===== src/hdl/stiffened_gas_eos_eval_unit_assert.svh =====
// Assertion macros for the stiffened-gas EOS evaluator RTL.
`ifndef STIFFENED_GAS_EOS_EVAL_UNIT_ASSERT_SVH
`define STIFFENED_GAS_EOS_EVAL_UNIT_ASSERT_SVH
`ifndef SYNTH
// same-cycle implication
`define SGEE_ASSERT_IMP(label, clk, rst, ante, cons) \
  label: assert property (@(posedge clk) disable iff (rst) (ante) |-> (cons)) \
    else $error("sgee assertion failed");
// next-cycle implication
`define SGEE_ASSERT_NXT(label, clk, rst, ante, cons) \
  label: assert property (@(posedge clk) disable iff (rst) (ante) |=> (cons)) \
    else $error("sgee assertion failed");
`else
`define SGEE_ASSERT_IMP(label, clk, rst, ante, cons)
`define SGEE_ASSERT_NXT(label, clk, rst, ante, cons)
`endif
`endif


===== src/hdl/sgee_sqrt_pipe.sv =====
// Pipelined integer square root (floor), one root bit per stage, with side data.
`timescale 1ns / 1ps
`default_nettype none
module sgee_sqrt_pipe #(
  parameter int ROOT_W = 31,
  parameter int SIDE_W = 1
) (
  input  logic                clk,
  input  logic                rst,
  input  logic                en,
  input  logic                in_valid,
  input  logic [2*ROOT_W-1:0] radicand,
  input  logic [SIDE_W-1:0]   side,
  output logic                out_valid,
  output logic [ROOT_W-1:0]   root,
  output logic [SIDE_W-1:0]   out_side
);

  localparam int XW   = 2 * ROOT_W;
  localparam int RemW = ROOT_W + 1;
  localparam int TrW  = ROOT_W + 3;

  logic              st_valid [ROOT_W];
  logic [RemW-1:0]   st_rem   [ROOT_W];
  logic [ROOT_W-1:0] st_root  [ROOT_W];
  logic [XW-1:0]     st_x     [ROOT_W];
  logic [SIDE_W-1:0] st_side  [ROOT_W];

  logic              in_v [ROOT_W];
  logic [RemW-1:0]   in_r [ROOT_W];
  logic [ROOT_W-1:0] in_q [ROOT_W];
  logic [XW-1:0]     in_x [ROOT_W];
  logic [SIDE_W-1:0] in_s [ROOT_W];
  logic [TrW-1:0]    trial [ROOT_W];
  logic [TrW:0]      diff  [ROOT_W];
  logic [RemW-1:0]   rem_next  [ROOT_W];
  logic [ROOT_W-1:0] root_next [ROOT_W];

  always_comb begin
    in_v[0] = in_valid;
    in_r[0] = '0;
    in_q[0] = '0;
    in_x[0] = radicand;
    in_s[0] = side;
    for (int k = 1; k < ROOT_W; k++) begin
      in_v[k] = st_valid[k-1];
      in_r[k] = st_rem[k-1];
      in_q[k] = st_root[k-1];
      in_x[k] = st_x[k-1];
      in_s[k] = st_side[k-1];
    end
  end

  // bring in two radicand bits, try root*4+1
  always_comb begin
    for (int k = 0; k < ROOT_W; k++) begin
      trial[k]     = {in_r[k], in_x[k][XW-1 -: 2]};
      diff[k]      = {1'b0, trial[k]} - (TrW + 1)'({in_q[k], 2'b01});
      rem_next[k]  = diff[k][TrW] ? trial[k][RemW-1:0] : diff[k][RemW-1:0];
      root_next[k] = {in_q[k][ROOT_W-2:0], ~diff[k][TrW]};
    end
  end

  always_ff @(posedge clk) begin
    if (rst) begin
      for (int k = 0; k < ROOT_W; k++) st_valid[k] <= 1'b0;
    end else if (en) begin
      for (int k = 0; k < ROOT_W; k++) st_valid[k] <= in_v[k];
    end
  end

  always_ff @(posedge clk) begin
    if (en) begin
      for (int k = 0; k < ROOT_W; k++) begin
        st_rem[k]  <= rem_next[k];
        st_root[k] <= root_next[k];
        st_x[k]    <= {in_x[k][XW-3:0], 2'b00};
        st_side[k] <= in_s[k];
      end
    end
  end

  assign out_valid = st_valid[ROOT_W-1];
  assign root      = st_root[ROOT_W-1];
  assign out_side  = st_side[ROOT_W-1];

endmodule
`default_nettype wire


===== config.mk =====
export PLATFORM = sky130hd
export DESIGN_NAME = sgee_sqrt_pipe
export DESIGN_NICKNAME = d
export VERILOG_FILES = /design/src/hdl/stiffened_gas_eos_eval_unit_assert.svh /design/src/hdl/sgee_sqrt_pipe.sv
export SDC_FILE = /design/constraint.sdc
export NUM_CORES = 2
export LEC_CHECK = 0
export ABC_AREA = 1
export ABC_CLOCK_PERIOD_IN_PS = 6400
export BUFFER_PORTS_ARGS = -buffer_cell sky130_fd_sc_hd__buf_2
export CORE_UTILIZATION = 30
export CTS_BUF_LIST = sky130_fd_sc_hd__clkbuf_8
export DETAILED_ROUTE_END_ITERATION = 8
export PLACE_DENSITY_LB_ADDON = 0.3
export SETUP_SLACK_MARGIN = 0.05
export SLEW_MARGIN = 5
export SYNTH_ARGS = -nofsm -noshare
export SYNTH_HDL_FRONTEND = slang
export SYNTH_SLANG_ARGS = --single-unit

===== constraint.sdc =====
create_clock -name clk -period 6.4 [get_ports clk]
set_input_delay 1.28 -clock clk [delete_from_list [all_inputs] [get_ports clk]]
set_output_delay 1.28 -clock clk [all_outputs]
set_load 0.02 [all_outputs]

* Word level (Yosys, flattened, before mapping) *
Memories as Yosys holds them, arrays and structs flattened.
Index checks and enable logic that the tools add are counted.

operators by class
  bitwise gates (word level) = 62
  $add $sub $neg = 31
  mux-type cells = 68

operators with widths
  kind                 count
  $sub 34x33->35       30
  $mux 32              31
  $mux 1               37
  $not 1->1            31
  $or 1x1->1           31
  $sub 2x1->3 const B  1

storage, ports and cells
  output and inout port bits = 33
  memory bits (writable) = 3,875
  bits in registers = 0
  input port bits = 67
  logic and storage cells = 166
  memories = 5

memory list
  memory    depth  width  read ports  clocked after Yosys merged registers in  wr ports  RTL line              text
  st_x      31     60     30          0                                        31        sgee_sqrt_pipe.sv:26  logic [XW-1:0] st_x [ROOT_W];
  st_rem    31     32     30          0                                        31        sgee_sqrt_pipe.sv:24  logic [RemW-1:0] st_rem [ROOT_W];
  st_root   31     31     31          0                                        31        sgee_sqrt_pipe.sv:25  logic [ROOT_W-1:0] st_root [ROOT_W];
  st_side   31     1      31          0                                        31        sgee_sqrt_pipe.sv:27  logic [SIDE_W-1:0] st_side [ROOT_W];
  st_valid  31     1      31          0                                        31        sgee_sqrt_pipe.sv:23  logic st_valid [ROOT_W];

* Longest topological paths before layout *
  depth after elaboration = 4
  gate-level depth with buffers = 17
  gate-level depth less buffers = 16

* Worst setup path after synthesis *
Ideal clock, no wire load.

  kind = input port to flip-flop
  start point = in en
  end point = mem st_valid[0][0] (enable)
  arrival = 1.785 ns
  buffers on the path = 0
  path slack = 4.288 ns
  data required time = 6.073 ns
  stages on the path = 1
  library setup time = 0.327 ns
  cell sequence = or2_2

RTL lines
  what         RTL line              text
  from (decl)  sgee_sqrt_pipe.sv:10  input logic en,
  to (decl)    sgee_sqrt_pipe.sv:23

==> flow_summary.ini <==
[synthesis]
synth_edf_count = 2392
synth-seq-cells = 2392
synth-main-ff-cell = edfxtp_1
syn_area_um2 = 128000
synth_fp_nets = 15000
synth_area_leaders = edfxtp_1 (56%), nand2_1 (15%), inv_1 (7.6%)
yosysTopAreaCell = edfxtp_1
synth_area_per_cell_um2 = 8.84
ys_seq_area_share_pct = 56.1
synth_cell_type_count = 53
synth_top_area_share_pct = 56.1
yosysWarnings = 0
synth-async-reset-ratio_pct = 0
syn_inst = 14500

[pwr]
powerDensity_nw_per_um2 = 314
p_switching_mw = 15.0
intPower_mw = 30.0
seqPwrFrac_pct = 46.0
vdd.ir_drop.worst_v = 0.000170
combPwrFrac_pct = 23.4
swShare_pct = 33.3
leakagePower_nw = 65.4
total_power_mw = 45.0
p_clk_share_pct = 30.6

[status]
outcome = completed

[clock_tree]
clk_latency_ps = 1090
clkSlewWorstSetupHoldPaths_ps = 60
cts_sinks = 2392
post_cts_resized = 0
htreeDepth = 5
cts_hold_buf = 0
cts-buffers-inserted = 423
root_buffer = clkbuf_8
tritoncts = done
clock_path_buffers = 4
cts_setup_buffers = 0

[critical_path]
cp_max_fo = 30
endpoint_kind = flip-flop
path_class = flip-flop to flip-flop
critPathLaunch = st_rem[0][225]
crit_path_start_kind = flip-flop
worstReg2RegStart = st_rem[0][225]
critical_path_required_ps = 7200
r2r_slack_ps = 3070
crit_arrival_ps = 4130
rr_worst_depth = 9

[sta]
fin_skew_ps = 94.9
fmax_mhz = 301
max-slew-margin-rel_pct = 31.4
finalSetupTns_ps = 0
rsz0062_at_grt = false
slew_viol_final = 0
setup_viol = 0
fin_crit_sh_pct = 52.0
period_minus_slack_ps = 3330
tightest_slew_ps = 1030
hold_violations = 0

[cells_and_area]
seq_area_um2 = 71800
stdcell_count = 20900
fin_nets = 15500
multi_input_area_um2 = 45500
final_cell_mix = nand2_1 (4,970), inv_1 (2,701), edfxtp_1 (2,392)
drive_above_1_share_pct = 5.40
nFillCells = 44200
design_area_um2 = 143000
area_growth_pct = 11.9
final_common_cell = nand2_1

[placed_design]
dpl-instance-area_um2 = 135000
gp_congestion = 0.924
dp_cells = 20200
portBuffers = 99
dpl.hpwl_um = 256000

[hold_path]
holdPathStages = 1
hold_start = radicand[17]
holdCritPathClass = input pin to flip-flop

[floorplanning]
die_h_um = 655
core-area_um2 = 424000
die_area_um2 = 429000
start_util_pct = 30.2
die_w_um = 655
io_pins = 100
rows = 239

[routing]
antenna_left = 0
wl_um = 335000
drtPass1Iterations = 6
avgRoutedWirePerCell_um = 16.1
viasPerCell = 4.46
drc_errors = 0
drt-initial-drc-count = 6883
vias = 93100

[run]
cap_violations = 0

[global_route]
grt_pass1_wl_um = 514000
grt_usage_pct = 15.2
grt_max_degree = 167
antenna_found_initial = 7
grt_pass1_vias = 89900
grt-ovfl-total = 0
==> worst paths after layout <==
kind,endpoint
worst min-delay path,st_x[0][17]
worst max register to register,st_rem[0][260]
worst min register to register,st_x[0][83]
worst max-delay path,st_rem[0][260]
==> sequential cells by signal (all words and copies together) (netlist names) <==
register,cells
st_root,496
st_x,930
st_rem,904
st_valid,31
st_side,31
==> critical path, stage by stage (launching register included) <==
cell and delay [ps]:
edfxtp_1 390, ha_1 380, a21oi_1 200, o21ai_2 130, nand2_1 80, nand2_1 120, nand2_1 130, nand4_1 470
inv_1 910, o21ai_0 220
==> through the flow <==
step / hold slack (ps) / setup slack (ps) / utilization, %
after floorplan: 400 / 4290 / -
after global placement: 400 / 3110 / 31.9
after detailed placement: 405 / 3020 / 31.9
after CTS: 157 / 3000 / 33.8
after global routing: 216 / 2670 / 33.8
final: 347 / 3070 / 33.8
==> synth_stat cells, types with 2 or more instances <==
master and instances:
o21ai_1 15, o211ai_1 2, edfxtp_1 2392, o21ai_2 3, nor2_2 16, o21a_1 8
ha_1 495, buf_2 46, inv_4 3, nor3b_1 8, o21ai_0 289, and3_1 23
buf_6 20, nor4_1 20, clkbuf_1 13, inv_2 26, a21o_1 12, nand2_4 3
xor2_1 326, nand2_2 16, nand3_2 16, nand2_1 4970, buf_4 50, xnor2_1 81
a21oi_1 553, nor3_1 195, nand4_1 199, a21boi_0 5, o21bai_1 27, nor3_2 6
nand3_1 733, a21oi_2 15, or2_2 35, nor2_1 1111, inv_1 2588, nand3b_1 87
or2_1 4, or2_0 3, nor2_4 3, o31ai_1 2, and2_1 46
==> per-layer routing <==
layer	share of wire, %	track usage, %
met3	4.6	2.08
met2	47	25.7
met4	2.9	4.56
met5	0.0039	0
met1	46	20.3
==> logic make-up (layout without fill, tap and decap cells) <==
logic type / count (synthesis) / in the layout / synth area share (%)
and+or+nand+nor: 7498 / 7498 / 24.0
AOI/OAI and AO/OA: 937 / 937 / 3.85
adders and majority gates: 495 / 495 / 4.84
other: 1 / 5 / 0.00293
DFF: 2392 / 2392 / 56.1
xor gates and xnor gates: 407 / 407 / 2.78
buffers and inverters: 2747 / 3499 / 8.37
==> power groups by stage <==
stage | sequential, mW | combinational [mW] | clock (mW)
after floorplan | 20.3 | 7.43 | 0
after global placement | 21.0 | 10.4 | 0
after detailed placement | 21.0 | 10.4 | 0
after CTS | 20.7 | 10.5 | 14.4
after global routing | 20.9 | 12.0 | 15.0
final | 20.7 | 10.5 | 13.8
==> area by class of cell <==
class	instances	area share (%)
flip-flops and latches	2392	50.2
multi-input cells	9338	31.7
inverters	2618	6.87
well taps	5663	4.95
clock buffers	423	4.06
clock inverters	318	1.52
repair buffers	140	0.702
diodes	4	0.00699
Power figures use the tool's default switching activity.
