**src/hdl/stiffened_gas_eos_eval_unit_assert.svh**
```systemverilog
// Assertion macros for the stiffened-gas EOS evaluator RTL.
`ifndef STIFFENED_GAS_EOS_EVAL_UNIT_ASSERT_SVH
`define STIFFENED_GAS_EOS_EVAL_UNIT_ASSERT_SVH
`ifndef SYNTH
// same-cycle implication
`define SGEE_ASSERT_IMP(label, clk, rst, ante, cons) \
  label: assert property (@(posedge clk) disable iff (rst) (ante) |-> (cons)) \
    else $error("sgee assertion failed");
// next-cycle implication
`define SGEE_ASSERT_NXT(label, clk, rst, ante, cons) \
  label: assert property (@(posedge clk) disable iff (rst) (ante) |=> (cons)) \
    else $error("sgee assertion failed");
`else
`define SGEE_ASSERT_IMP(label, clk, rst, ante, cons)
`define SGEE_ASSERT_NXT(label, clk, rst, ante, cons)
`endif
`endif

```
**src/hdl/sgee_div_pipe.sv**
```systemverilog
// Pipelined restoring divider, one quotient bit per stage, with side data.
`timescale 1ns / 1ps
`default_nettype none
module sgee_div_pipe #(
  parameter int DIV_W  = 32,
  parameter int QUO_W  = 32,
  parameter int SIDE_W = 1
) (
  input  logic              clk,
  input  logic              rst,
  input  logic              en,
  input  logic              in_valid,
  input  logic [DIV_W-1:0]  divisor,
  input  logic [DIV_W-1:0]  rem_init,
  input  logic [QUO_W-1:0]  low_bits,
  input  logic [SIDE_W-1:0] side,
  output logic              out_valid,
  output logic [QUO_W-1:0]  quotient,
  output logic [SIDE_W-1:0] out_side
);

  // stage registers; word shifts dividend bits out the top, quotient bits in
  logic              st_valid [QUO_W];
  logic [DIV_W-1:0]  st_rem   [QUO_W];
  logic [DIV_W-1:0]  st_div   [QUO_W];
  logic [QUO_W-1:0]  st_word  [QUO_W];
  logic [SIDE_W-1:0] st_side  [QUO_W];

  logic              in_v [QUO_W];
  logic [DIV_W-1:0]  in_r [QUO_W];
  logic [DIV_W-1:0]  in_d [QUO_W];
  logic [QUO_W-1:0]  in_w [QUO_W];
  logic [SIDE_W-1:0] in_s [QUO_W];
  logic [DIV_W:0]    trial [QUO_W];
  logic [DIV_W:0]    diff  [QUO_W];
  logic [DIV_W-1:0]  rem_next  [QUO_W];
  logic [QUO_W-1:0]  word_next [QUO_W];

  // stage inputs
  always_comb begin
    in_v[0] = in_valid;
    in_r[0] = rem_init;
    in_d[0] = divisor;
    in_w[0] = low_bits;
    in_s[0] = side;
    for (int k = 1; k < QUO_W; k++) begin
      in_v[k] = st_valid[k-1];
      in_r[k] = st_rem[k-1];
      in_d[k] = st_div[k-1];
      in_w[k] = st_word[k-1];
      in_s[k] = st_side[k-1];
    end
  end

  // trial subtract per stage; remainder stays below the divisor
  always_comb begin
    for (int k = 0; k < QUO_W; k++) begin
      trial[k]     = {in_r[k], in_w[k][QUO_W-1]};
      diff[k]      = trial[k] - {1'b0, in_d[k]};
      rem_next[k]  = diff[k][DIV_W] ? trial[k][DIV_W-1:0] : diff[k][DIV_W-1:0];
      word_next[k] = {in_w[k][QUO_W-2:0], ~diff[k][DIV_W]};
    end
  end

  always_ff @(posedge clk) begin
    if (rst) begin
      for (int k = 0; k < QUO_W; k++) st_valid[k] <= 1'b0;
    end else if (en) begin
      for (int k = 0; k < QUO_W; k++) st_valid[k] <= in_v[k];
    end
  end

  always_ff @(posedge clk) begin
    if (en) begin
      for (int k = 0; k < QUO_W; k++) begin
        st_rem[k]  <= rem_next[k];
        st_div[k]  <= in_d[k];
        st_word[k] <= word_next[k];
        st_side[k] <= in_s[k];
      end
    end
  end

  assign out_valid = st_valid[QUO_W-1];
  assign quotient  = st_word[QUO_W-1];
  assign out_side  = st_side[QUO_W-1];

endmodule
`default_nettype wire

```
**config.mk**
```make
export PLATFORM = sky130hd
export DESIGN_NAME = sgee_div_pipe
export DESIGN_NICKNAME = d
export VERILOG_FILES = /design/src/hdl/stiffened_gas_eos_eval_unit_assert.svh /design/src/hdl/sgee_div_pipe.sv
export SDC_FILE = /design/constraint.sdc
export NUM_CORES = 2
export LEC_CHECK = 0
export BUFFER_PORTS_ARGS = -buffer_cell sky130_fd_sc_hd__buf_2
export CAP_MARGIN = 20
export CORE_MARGIN = 4
export CORE_UTILIZATION = 54
export CTS_CLUSTER_DIAMETER = 200
export DETAILED_ROUTE_END_ITERATION = 10
export PLACE_DENSITY = 0.72
export SLEW_MARGIN = 20
export SYNTH_ARGS = -nofsm -noshare
export SYNTH_HDL_FRONTEND = slang
export SYNTH_SLANG_ARGS = --single-unit
```
**constraint.sdc**
```tcl
create_clock -name clk -period 3.5 [get_ports clk]
set_input_delay 0.35 -clock clk [delete_from_list [all_inputs] [get_ports clk]]
set_output_delay 0.35 -clock clk [all_outputs]
set_load 0.01 [all_outputs]
```
**Word level (Yosys, flattened, before mapping)**

Memory sizes are Yosys's and may differ from the RTL's.
Cells that the tools add are included.

- Register bits after elaboration: 0
- Latch bits: 0
- Bits in writable memories: 3136
- Bits in read-only memories: 0
- Input port bits: 101
- Output and inout bits: 34
- Logic and storage cells: 171
- Memories kept: 5

Memories:

| memory | words | width | rd ports | clocked after Yosys merged registers in | wr ports | line | RTL |
|---|---|---|---|---|---|---|---|
| st_div | 32 | 32 | 31 | 0 | 32 | sgee_div_pipe.sv:25 | `logic [DIV_W-1:0] st_div [QUO_W];` |
| st_rem | 32 | 32 | 31 | 0 | 32 | sgee_div_pipe.sv:24 | `logic [DIV_W-1:0] st_rem [QUO_W];` |
| st_word | 32 | 32 | 32 | 0 | 32 | sgee_div_pipe.sv:26 | `logic [QUO_W-1:0] st_word [QUO_W];` |
| st_side | 32 | 1 | 32 | 0 | 32 | sgee_div_pipe.sv:27 | `logic [SIDE_W-1:0] st_side [QUO_W];` |
| st_valid | 32 | 1 | 32 | 0 | 32 | sgee_div_pipe.sv:23 | `logic st_valid [QUO_W];` |

- Add/subtract/negate cells: 32
- Multipliers: 0
- Div/mod/pow operators: 0
- Magnitude comparators: 0
- Eq/ne operators: 0
- Shift operators: 0
- Muxes and demuxes: 70
- Bitwise operators: 64
- Reduce and logical (&&, ||, !) cells: 0

Operators by type and width:

| cell | count |
|---|---|
| $sub A33 B32 Y33 | 32 |
| $mux W32 | 32 |
| $mux W1 | 38 |
| $not A1 Y1 | 32 |
| $or A1 B1 Y1 | 32 |

**Longest topological paths before layout**

- Word-level depth: 4
- Depth in mapped cells: 15

**Worst setup path after synthesis**

Ideal clock, no wire load.

- Path type: register -> register
- Start: memory st_div[3][0], in the netlist st_div[0][96]
- End: memory st_rem[4][25], in the netlist st_rem[0][153], data pin
- Library setup time: 0.260 ns
- Arrival: 3.587 ns
- Slack: -0.347 ns
- Stages on the path, launching flop included: 14
- Buffers on the path: 1
- Clock period less this slack: 3.847 ns
- Cells stage by stage: edfxtp_1 > ha_1 > fa_1 > nor2b_1 > o31a_2 > o32a_2 > a31oi_1 > o41a_1 > o31ai_4 > a21oi_1 > or4_1 > o211ai_2 > buf_6 > mux2_2

RTL lines:

| item | line |
|---|---|
| start, declared | sgee_div_pipe.sv:25 |
| end, declared | sgee_div_pipe.sv:24 |

==> results.py <==
metrics = {
    "sta": {
        "clock.fmax_mhz": 259,
        "rsz0062_at_grt": "yes",
        "setup_ws_ns": -0.359,
        "hold_viol_final": 0,
        "fin_hold_ws_ns": 0.153,
        "finalSetupTns_ns": -101.58,
        "min_period_ns": 3.86,
        "setup_viol": 626,
        "finalCritPeriodShare_pct": 110,
        "final_max_slew_viol_count": 0,
        "slew_headroom_pct": 22.4,
        "worst_pin_slew_ns": 1.15,
        "skew_ns": 0.0602,
    },
    "clock_network": {
        "cts_buffer_depth": 4,
        "cts_tree": "built",
        "clk_root_buffer_cell": "clkbuf_16",
        "cts_buffers": 328,
        "cts.sinks": 3072,
        "clk_latency_ns": 0.91,
        "path_clk_slew_ns": 0.07,
        "cts.htree.levels": 5,
    },
    "floorplan": {
        "placeableCoreArea_um2": 291000,
        "initial_core_util_pct": 54.3,
        "die_w_um": 549,
        "die_area_um2": 302000,
        "fp.dieH_um": 549,
        "placementRows": 198,
        "pin_count": 135,
    },
    "finish": {
        "drive_above_1_share_pct": 23.0,
        "fin_cells": 18600,
        "fin_util_pct": 66.6,
        "fill_cells": 20700,
        "fin_nets": 15600,
        "most-common-layout-cells": "3072 x edfxtp_1, 1280 x buf_4, 1237 x inv_1",
        "areaGrowthSynthToFinish_pct": 22.6,
        "final_common_cell": "edfxtp_1",
    },
    "place": {
        "place_hpwl_um": 261000,
        "dp.cells": 17600,
        "routabilityCongestion": 0.930,
        "pre_cts_ws_ns": -0.556,
        "numPortBuffers": 134,
    },
    "synthesis": {
        "synth_async_sr_flop_share_pct": 0,
        "synth_nets": 13800,
        "syn_avg_cell_area_um2": 12.5,
        "synth-main-ff-cell": "edfxtp_1",
        "netlist_area_um2": 158000,
        "synth_seq_cells": 3072,
        "synth_cell_types": 90,
        "synth_edf_count": 3072,
        "synth-seq-area-share_pct": 58.3,
        "synth_cells": 12600,
        "ys_warn_count": 0,
    },
    "route": {
        "highest_layer": "met4",
        "drtPass1Iterations": 8,
        "met1Wirelength_um": 162000,
        "drt_iter0_drc": 8877,
        "post_drt_wl_per_cell_um": 20.3,
        "drt-vias-per-instance": 5.71,
        "drc": 0,
        "met2_length_um": 181000,
        "ant_nets": 0,
        "dr_total_vias": 106000,
        "drt_wl_total_um": 379000,
        "routed-wl-met3_um": 20500,
    },
    "setup_path": {
        "endpoint_kind": "flop",
        "worst_ep_required_time_ns": 4.13,
        "arrival_ns": 4.49,
        "crit_path_start_kind": "flop",
        "r2r_cells": 13,
        "path_class": "reg -> reg",
        "worst-r2r-setup-slack_ns": -0.36,
        "critPathMaxFanout": 31,
        "crit-reg2reg-capture": "st_rem[0][145]",
        "r2r-start": "st_div[0][96]",
    },
    "power": {
        "power.density_nw_per_um2": 1060,
        "sw_frac_of_total_pct": 35.7,
        "p_clk_share_pct": 17.2,
        "p_int_uw": 133000,
        "seq_power_share_pct": 29.4,
        "combPwrFrac_pct": 53.4,
        "p_leak_uw": 0.0813,
        "p_switching_uw": 73600,
        "peakVddDrop_mv": 0.540,
    },
    "global_route": {
        "grt_pass1_wl_um": 574000,
        "antenna_found_initial": 10,
        "grt_pass1_vias": 106000,
        "grt_remaining_overflow": 0,
        "grt_max_degree": 110,
        "grt_util_all_layers_pct": 23.8,
    },
    "flow_run": {
        "drv_cap": 0,
    },
    "worst_hold_path": {
        "min_to": "st_word[0][12]",
        "worstHoldPathType": "in -> reg",
        "min_from": "low_bits[11]",
        "worstHoldPathCells": 2,
    },
    "outcome": {
        "status": "finished, violations left",
        "violations": "setup timing",
    },
}
-- Yosys cell counts (all sizes together) (19+ instances only) --
cell	count	area, um^2
mux2	642	7420
nor4	26	163
nor2b	134	838
and4	27	236
a31o	19	184
o311ai	21	184
xnor2	504	4450
a221o	25	250
o21ai	759	3800
a211o	45	394
o21bai	89	668
nor3b	27	203
nand4	109	682
buf	66	422
xor2	334	2930
edfxtp	3072	92200
nand3b	36	270
clkbuf	227	852
o31ai	64	532
and2	53	332
nand2	758	2850
a31oi	117	732
inv	1270	4770
a2111oi	22	240
nor2	541	2030
o211ai	63	488
and3	105	657
a2111o	29	327
or2	24	150
o2111ai	27	236
fa	31	621
ha	1023	12800
mux2i	78	781
a21o	480	3600
a211oi	50	380
or3	52	325
o21a	182	1370
nand3	151	756
a21boi	28	210
a21oi	839	4200
a221oi	22	228
o41ai	23	201
nor3	142	721
nand2b	83	519
o31a	59	521
-- cell families after synthesis --
family	count (synthesis)	synth area share, %
compound gates	3104	12.7
xor+xnor	838	4.66
flops	3072	58.3
fa+ha+maj	1054	8.48
mux	720	5.18
simple gates	2297	6.93
buf+inv	1563	3.82
-- worst max path at each step --
| stage | startpoint | to | cells past startpoint |
|---|---|---|---|
| final | st_div[0][96] | st_rem[0][145] | 13 |
| after global routing | st_div[0][96] | st_rem[0][141] | 13 |
| after CTS | st_div[0][352] | st_rem[0][389] | 15 |
| after detailed placement | st_div[0][32] | st_rem[0][68] | 16 |
| after global placement | divisor[0] | st_rem[0][2] | 16 |
| after floorplan | st_div[0][32] | st_rem[0][68] | 13 |
-- power by group through the flow --
stage / Sequential [uW] / Combinational, uW / Clock (uW)
after floorplan: 57200 / 61800 / 0
after global placement: 60900 / 84100 / 0
after detailed placement: 60700 / 86200 / 0
after CTS: 60300 / 96300 / 36300
after global routing: 61200 / 119000 / 37900
final: 60600 / 110000 / 35400
-- cell type report --
class | instances | area (um^2) | area share, %
Timing Repair Buffer | 1790 | 16100 | 8.31
Clock buffer | 386 | 8570 | 4.42
Sequential cell | 3072 | 92200 | 47.5
Antenna cell | 5 | 12.5 | 0.00645
Multi-Input combinational cell | 8013 | 64900 | 33.5
Tap cell | 3900 | 4880 | 2.51
Inverter | 1270 | 4800 | 2.47
Clock inverter | 205 | 2450 | 1.26
-- critical path, cell delays in order, from the launching register on --
cell and delay (ns):
edfxtp_1 0.40, ha_2 0.20, fa_2 0.35, nor2b_2 0.14, o31a_2 0.19, o32a_4 0.20, a31oi_4 0.11, o41a_1 0.41
o31ai_4 0.33, a21oi_2 0.11, or4_4 0.44, o211ai_4 0.11, buf_12 0.22, mux2_2 0.36
-- layer usage --
metal / GRT usage (%) / up-vias
li1: - / 50600
met1: 32.5 / 51700
met2: 39.4 / 3329
met3: 2.49 / 851
met4: 9.16 / 0
met5: 0 / -
-- flip-flops by register name (all words and copies together), names as in the netlist --
register,cells
st_word,1024
st_div,992
st_rem,992
st_side,32
st_valid,32
-- per-stage QoR --
| stage | instance area [um^2] | total power [uW] |
|---|---|---|
| floorplan | 159000 | 119000 |
| global placement | 173000 | 145000 |
| detailed placement | 173000 | 147000 |
| CTS | 189000 | 193000 |
| global route | 194000 | 218000 |
| finish | 194000 | 206000 |
-- what timing repair did --
item,CTS,global route
gates resized for setup,432,909
setup endpoints to repair,891,1016
hold buffers,99,0
gates cloned,37,43
setup buffers,133,193
endpoints found under the hold margin,120,0
pin swaps,126,274
(Power assumes the default switching activity.)
